--- src/hdl/gwvd_pkg.sv ---
// gwvd_pkg: shared types, register codes and datapath step functions
// for the gravity well vertex deformer. No dependencies.
`default_nettype none

package gwvd_pkg;

  localparam int unsigned FracBitsDef = 16;
  localparam int unsigned CoordW      = 32;
  localparam int unsigned RadiusW     = 31;
  localparam int unsigned CfgIdxW     = 3;

  // configuration register indexes
  typedef enum logic [CfgIdxW-1:0] {
    REG_CENTER_X      = 3'd0,
    REG_CENTER_Y      = 3'd1,
    REG_CENTER_Z      = 3'd2,
    REG_WELL_RADIUS   = 3'd3,
    REG_PULL_STRENGTH = 3'd4,
    REG_GAIN_X        = 3'd5,
    REG_GAIN_Y        = 3'd6,
    REG_GAIN_Z        = 3'd7
  } cfg_reg_e;

  // input word
  typedef struct packed {
    logic signed [CoordW-1:0] pos_x;
    logic signed [CoordW-1:0] pos_y;
    logic signed [CoordW-1:0] pos_z;
  } vtx_in_t;

  // output word
  typedef struct packed {
    logic signed [CoordW-1:0] out_x;
    logic signed [CoordW-1:0] out_y;
    logic signed [CoordW-1:0] out_z;
    logic                     was_displaced;
    logic                     saturated;
  } vtx_out_t;

  // register file contents
  typedef struct packed {
    logic signed [CoordW-1:0]  center_x;
    logic signed [CoordW-1:0]  center_y;
    logic signed [CoordW-1:0]  center_z;
    logic        [RadiusW-1:0] well_radius;
    logic signed [CoordW-1:0]  pull_strength;
    logic signed [CoordW-1:0]  gain_x;
    logic signed [CoordW-1:0]  gain_y;
    logic signed [CoordW-1:0]  gain_z;
  } cfg_t;

  // square root state: remainder, partial root, radicand bits still to go
  typedef struct packed {
    logic [35:0] rem;
    logic [31:0] root;
    logic [63:0] rad;
  } sqrt_st_t;

  // divider state: partial remainder, dividend bits shifting out, quotient in
  typedef struct packed {
    logic [31:0] rem;
    logic [31:0] quo;
  } div_st_t;

  // one result bit of the digit-by-digit integer square root
  function automatic sqrt_st_t sqrt_step(sqrt_st_t s);
    sqrt_st_t    n;
    logic [35:0] rn;
    logic [35:0] trial;
    rn    = {s.rem[33:0], s.rad[63:62]};
    trial = {2'b00, s.root, 2'b01};
    n.rad = {s.rad[61:0], 2'b00};
    if (rn >= trial) begin
      n.rem  = rn - trial;
      n.root = {s.root[30:0], 1'b1};
    end else begin
      n.rem  = rn;
      n.root = {s.root[30:0], 1'b0};
    end
    return n;
  endfunction

  // one quotient bit of restoring division by a 31-bit divisor
  function automatic div_st_t div_step(div_st_t s, logic [RadiusW-1:0] d);
    div_st_t     n;
    logic [32:0] t;
    t = {s.rem, s.quo[31]};
    if (t >= {2'b00, d}) begin
      n.rem = 32'(t - {2'b00, d});
      n.quo = {s.quo[30:0], 1'b1};
    end else begin
      n.rem = t[31:0];
      n.quo = {s.quo[30:0], 1'b0};
    end
    return n;
  endfunction

endpackage

`default_nettype wire

--- src/hdl/gwvd_cfg_regs.sv ---
// gwvd_cfg_regs: configuration register file with write-only port.
// Depends on gwvd_pkg for register codes and the cfg_t struct.
`default_nettype none

module gwvd_cfg_regs #(
  parameter int unsigned FRAC_BITS = gwvd_pkg::FracBitsDef
) (
  input  wire logic                           clk_i,
  input  wire logic                           rst_ni,
  input  wire logic                           cfg_we_i,
  input  wire logic [gwvd_pkg::CfgIdxW-1:0]   cfg_idx_i,
  input  wire logic [gwvd_pkg::CoordW-1:0]    cfg_data_i,
  output gwvd_pkg::cfg_t                      cfg_o
);

  localparam logic [gwvd_pkg::CoordW-1:0] One = gwvd_pkg::CoordW'(1) << FRAC_BITS;

  gwvd_pkg::cfg_t cfg_q;

  // register writes; every 3-bit code selects a register
  always_ff @(posedge clk_i or negedge rst_ni) begin
    if (!rst_ni) begin
      cfg_q.center_x      <= '0;
      cfg_q.center_y      <= '0;
      cfg_q.center_z      <= '0;
      cfg_q.well_radius   <= One[gwvd_pkg::RadiusW-1:0];
      cfg_q.pull_strength <= One;
      cfg_q.gain_x        <= One;
      cfg_q.gain_y        <= One;
      cfg_q.gain_z        <= One;
    end else if (cfg_we_i) begin
      case (gwvd_pkg::cfg_reg_e'(cfg_idx_i))
        gwvd_pkg::REG_CENTER_X:      cfg_q.center_x      <= cfg_data_i;
        gwvd_pkg::REG_CENTER_Y:      cfg_q.center_y      <= cfg_data_i;
        gwvd_pkg::REG_CENTER_Z:      cfg_q.center_z      <= cfg_data_i;
        gwvd_pkg::REG_WELL_RADIUS:   cfg_q.well_radius   <= cfg_data_i[gwvd_pkg::RadiusW-1:0];
        gwvd_pkg::REG_PULL_STRENGTH: cfg_q.pull_strength <= cfg_data_i;
        gwvd_pkg::REG_GAIN_X:        cfg_q.gain_x        <= cfg_data_i;
        gwvd_pkg::REG_GAIN_Y:        cfg_q.gain_y        <= cfg_data_i;
        gwvd_pkg::REG_GAIN_Z:        cfg_q.gain_z        <= cfg_data_i;
        default: ;
      endcase
    end
  end

  assign cfg_o = cfg_q;

endmodule

`default_nettype wire

--- config.mk ---
export PLATFORM = sky130hd
export DESIGN_NAME = gwvd_cfg_regs
export DESIGN_NICKNAME = d
export VERILOG_FILES = /design/src/hdl/gwvd_pkg.sv /design/src/hdl/gwvd_cfg_regs.sv
export SDC_FILE = /design/constraint.sdc
export NUM_CORES = 1
export LEC_CHECK = 0
export BUFFER_PORTS_ARGS = -buffer_cell sky130_fd_sc_hd__buf_4
export CAP_MARGIN = 20
export CELL_PAD_IN_SITES_DETAIL_PLACEMENT = 0
export CELL_PAD_IN_SITES_GLOBAL_PLACEMENT = 1
export CORE_MARGIN = 2
export CORE_UTILIZATION = 42
export CTS_CLUSTER_DIAMETER = 150
export CTS_CLUSTER_SIZE = 8
export DETAILED_ROUTE_END_ITERATION = 8
export PLACE_DENSITY_LB_ADDON = 0.1
export SYNTH_ARGS = -nofsm -noshare
export SYNTH_HDL_FRONTEND = slang
export SYNTH_SLANG_ARGS = --single-unit
--- constraint.sdc ---
create_clock -name clk_i -period 1 [get_ports clk_i]
set_input_delay 0.2 -clock clk_i [delete_from_list [all_inputs] [get_ports clk_i]]
set_output_delay 0.2 -clock clk_i [all_outputs]
set_load 0.03 [all_outputs]
* Word-level counts from Yosys, hierarchy flattened
Index checks and enable logic that the tools add are counted.
W data, S select, Z words.
** Storage, ports and cells
- Register bits :: 255
- Bits of input ports :: 38
- Output and inout bits :: 255
** Cells by class
- Eq/ne operators :: 7
- Reduce and logical (&&, ||, !) cells :: 9
** Operator list (number)
- $reduce_and A2 Y1 :: 8
- $eq A3 B3 Y1 const B :: 4
- $eq A3 B2 Y1 const B :: 2
- $eq A3 B1 Y1 const B :: 1
- $logic_not A3 Y1 :: 1

* Longest topological paths before layout
- Depth after elaboration :: 2
- Mapped depth :: 5
- Gate-level depth less buffers :: 2

* Worst setup path before layout
Ideal clock, no wire load.
- Path type :: input -> register
- Start point :: in cfg_idx_i[0] (netlist bit)
- End point :: reg cfg_q, in the netlist cfg_o[228]
- Arrival :: 1.273 ns
- Required time :: 0.875 ns
- Path slack :: -0.398 ns
- Stages on the path :: 4
- Path buffers :: 2
- Path through :: buf_4 -> nor4b_4 -> buf_6 -> mux2_2
** Between the ends
- Cells in the longest elaborated chain, start to end :: 2
** Ends and longest elaborated chain
- start: declaration :: line gwvd_cfg_regs.sv:11 : input wire logic [gwvd_pkg::CfgIdxW-1:0] cfg_idx_i,
- $logic_not A3 Y1 :: line gwvd_cfg_regs.sv:32 : case (gwvd_pkg::cfg_reg_e'(cfg_idx_i))
- $reduce_and A2 Y1 (no source line)
- end: declaration :: line gwvd_cfg_regs.sv:18 : gwvd_pkg::cfg_t cfg_q;
Every way passes these cells.
A chain may end at the register's enable or synchronous reset.

* Worst setup path after layout
- Start point :: reg cfg_q, in the netlist cfg_o[112]
- End point :: out cfg_o[112] (netlist bit)
** RTL lines
- end: declaration :: line gwvd_cfg_regs.sv:13 : output gwvd_pkg::cfg_t cfg_o
No word-level cell between the ends.

==> results.json <==
{
  "p_per_area_nw_per_um2": 2580,
  "fin_crit_ns": 1.38,
  "num_antenna_cells": 0,
  "critPathMaxFanout": 2,
  "maxSlewHeadroom": 0.764,
  "ff2ff_setup_slack_ns": -0.04,
  "critPathBufInv": 1,
  "min_from": "cfg_data_i[24]",
  "synth-seq-cells": 255,
  "cts-root-buf": "clkbuf_16",
  "finalHoldViolCount": 0,
  "finalPower_mw": 40.8,
  "synth.yosys.seq_area_share": 0.667,
  "placedCellCount": 1116,
  "syn-num-nets": 587,
  "critPathRequiredTime_ns": 0.80,
  "area_growth_pct": 65.1,
  "r2r-start": "cfg_o[169]",
  "syn_avg_cell_area_um2": 17.5,
  "fin_ws_ns": -0.383,
  "wirelength_mm": 28.7,
  "ys.warnings.count": 0,
  "violations": "setup timing",
  "postRouteAntennaNets": 0,
  "clock_sinks": 255,
  "worstMarginPinSlew_ns": 0.354,
  "synthCells": 549,
  "drv_slew": 0,
  "min_period_over_period": 1.38,
  "slowest_delay_ns": 0.54,
  "die_w_um": 155,
  "clk_pin_slew_ns": 0.05,
  "htree_levels": 2,
  "layoutNonFillerInstCount": 1302,
  "overflow": 0,
  "largest_register_ffs": 255,
  "gp_congestion": 0.778,
  "via_count": 6483,
  "max_freq_ghz": 0.723,
  "rows": 55,
  "cts_tree": "done",
  "die_h_um": 155,
  "reg2reg_to": "cfg_o[169]",
  "grt_usage": 0.235,
  "synth_area_leaders": "dfrtp_1 (65%), mux2_2 (29%), buf_6 (1.4%)",
  "portBuffers": 292,
  "status": "finished with violations",
  "grt_pass1_vias": 7240,
  "r2r_cells": 3,
  "wl_per_cell_um": 22.0,
  "hold_depth": 2,
  "ios": 293,
  "setup_viol": 264,
  "clock_latency_ns": 0.51,
  "rsz0062_at_grt": "yes",
  "viasPerCell": 4.98,
  "fp.dieArea_um2": 24000,
  "initial_core_util": 0.426,
  "nets": 1045,
  "antenna_found_initial": 0,
  "critPathTopFamily": "flip-flops",
  "filler_cell_count": 1512,
  "clock_path_buffers": 3,
  "p_leak_nw": 7.51,
  "drive_above_1_share": 0.713,
  "path_depth": 1,
  "ys_types": 12,
  "crit_chain": "buf_6",
  "synth_top_area_share": 0.653,
  "ir_worst_vdd_mv": 1.47,
  "grt_pass1_wl_mm": 43.2,
  "min_to": "cfg_o[183]",
  "drt_pre_antenna_iters": 4,
  "synth_top_area_cell": "dfrtp_1",
  "drc": 0,
  "worst_hold_path_type": "input port to flip-flop",
  "dp_hpwl_mm": 17.5,
  "slowest_stage": "dfstp_2",
  "grt_max_degree": 64,
  "drt_iter0_markers": 245,
  "worstSetupPathType": "flip-flop to primary output",
  "cp-start-kind": "flip-flop",
  "critPathArrivalTime_ns": 1.18,
  "core-area_um2": 22500,
  "syn_area_um2": 9580,
  "crit_path_end_kind": "primary output",
  "max_cap_violations": 0,
  "cts_made_buffers": 37,
  "clock_skew_ns": 0
}
-- stage by stage --
step | setup WS, ns | area (um^2) | hold WS, ns | utilization | TNS (ns)
2_1_floorplan | -0.368 | 10000 | -0.0956 | - | -66.47
3_3_place_gp | -0.528 | 12600 | 0.0177 | 0.559 | -113.58
3_5_place_dp | -0.545 | 12600 | 0.0182 | 0.559 | -117.90
4_1_cts | -0.400 | 15400 | 0.00214 | 0.684 | -64.96
5_1_grt | -0.415 | 15800 | 0.0118 | 0.703 | -69.24
6_report | -0.383 | 15800 | 0.0162 | 0.703 | -60.65
-- cell type report --
class / count / area (um^2) / share of cell area
Sequential cell: 255 / 6390 / 0.404
Timing Repair Buffer: 450 / 4740 / 0.300
Multi-Input combinational cell: 263 / 3310 / 0.209
Clock buffer: 48 / 1010 / 0.0639
Tap cell: 285 / 357 / 0.0225
Clock inverter: 1 / 8.76 / 0.000554
-- worst register-to-register path: cells and delay by family (launching register included) --
family                 cells  cell delay [ns]
muxes                      1             0.26
buffers and inverters      2             0.26
DFF                        1             0.40
-- logic make-up after synthesis --
family	Yosys count	share of synthesized area
AND/OR/NAND/NOR	8	0.00901
buffers and inverters	31	0.0246
multiplexers	255	0.300
flip-flops	255	0.667
-- worst max-delay path by stage --
stage	from	end	slack [ns]
after CTS	cfg_o[112]	cfg_o[112]	-0.40
final	cfg_o[112]	cfg_o[112]	-0.38
after detailed placement	cfg_idx_i[2]	cfg_o[226]	-0.54
after global routing	cfg_o[112]	cfg_o[112]	-0.41
after floorplan	cfg_idx_i[2]	cfg_o[228]	-0.37
after global placement	cfg_idx_i[2]	cfg_o[251]	-0.53
-- Yosys cell counts, drive strengths merged --
| master | number |
|---|---|
| nand4b | 3 |
| mux2 | 255 |
| nand4 | 1 |
| clkbuf | 1 |
| dfstp | 5 |
| dfrtp | 250 |
| nor4b | 1 |
| buf | 30 |
| nor4bb | 3 |
-- report_power, final --
group	internal (mW)	switching, mW
sequential	12.7	1.77
combinational	7.73	7.46
clock	6.94	4.19
total	27.3	13.4
-- placed cells by master (no fill, tap or decap), types with 3 or more instances in the layout --
cell type      synthesis  routed
nand4b_1               3       3
dfrtp_1              250     250
clkbuf_1               0       9
dfstp_2                5       5
buf_12                 0      16
mux2_2               245     170
buf_4                  2     134
mux2_1                10       3
buf_6                 12     269
clkbuf_16              0      41
nor4bb_4               0       3
mux2_4                 0      82
dlygate4sd3_1          0      26
-- timing repair --
item | 4_1_cts | 5_1_grt
pin swaps | 1 | 2
setup buffers | 65 | 47
hold buffers | 26 | 0
resized for setup | 263 | 19
hold endpoints to repair | 387 | 0
endpoints found under the setup margin | 272 | 309
cloned | 2 | 3
-- layer usage --
metal,GRT usage,wire [um]
met1,0.291,11600
met2,0.399,14400
met3,0.0705,1970
met5,0,0
met4,0.0728,651
Power figures use the tool's default switching activity.
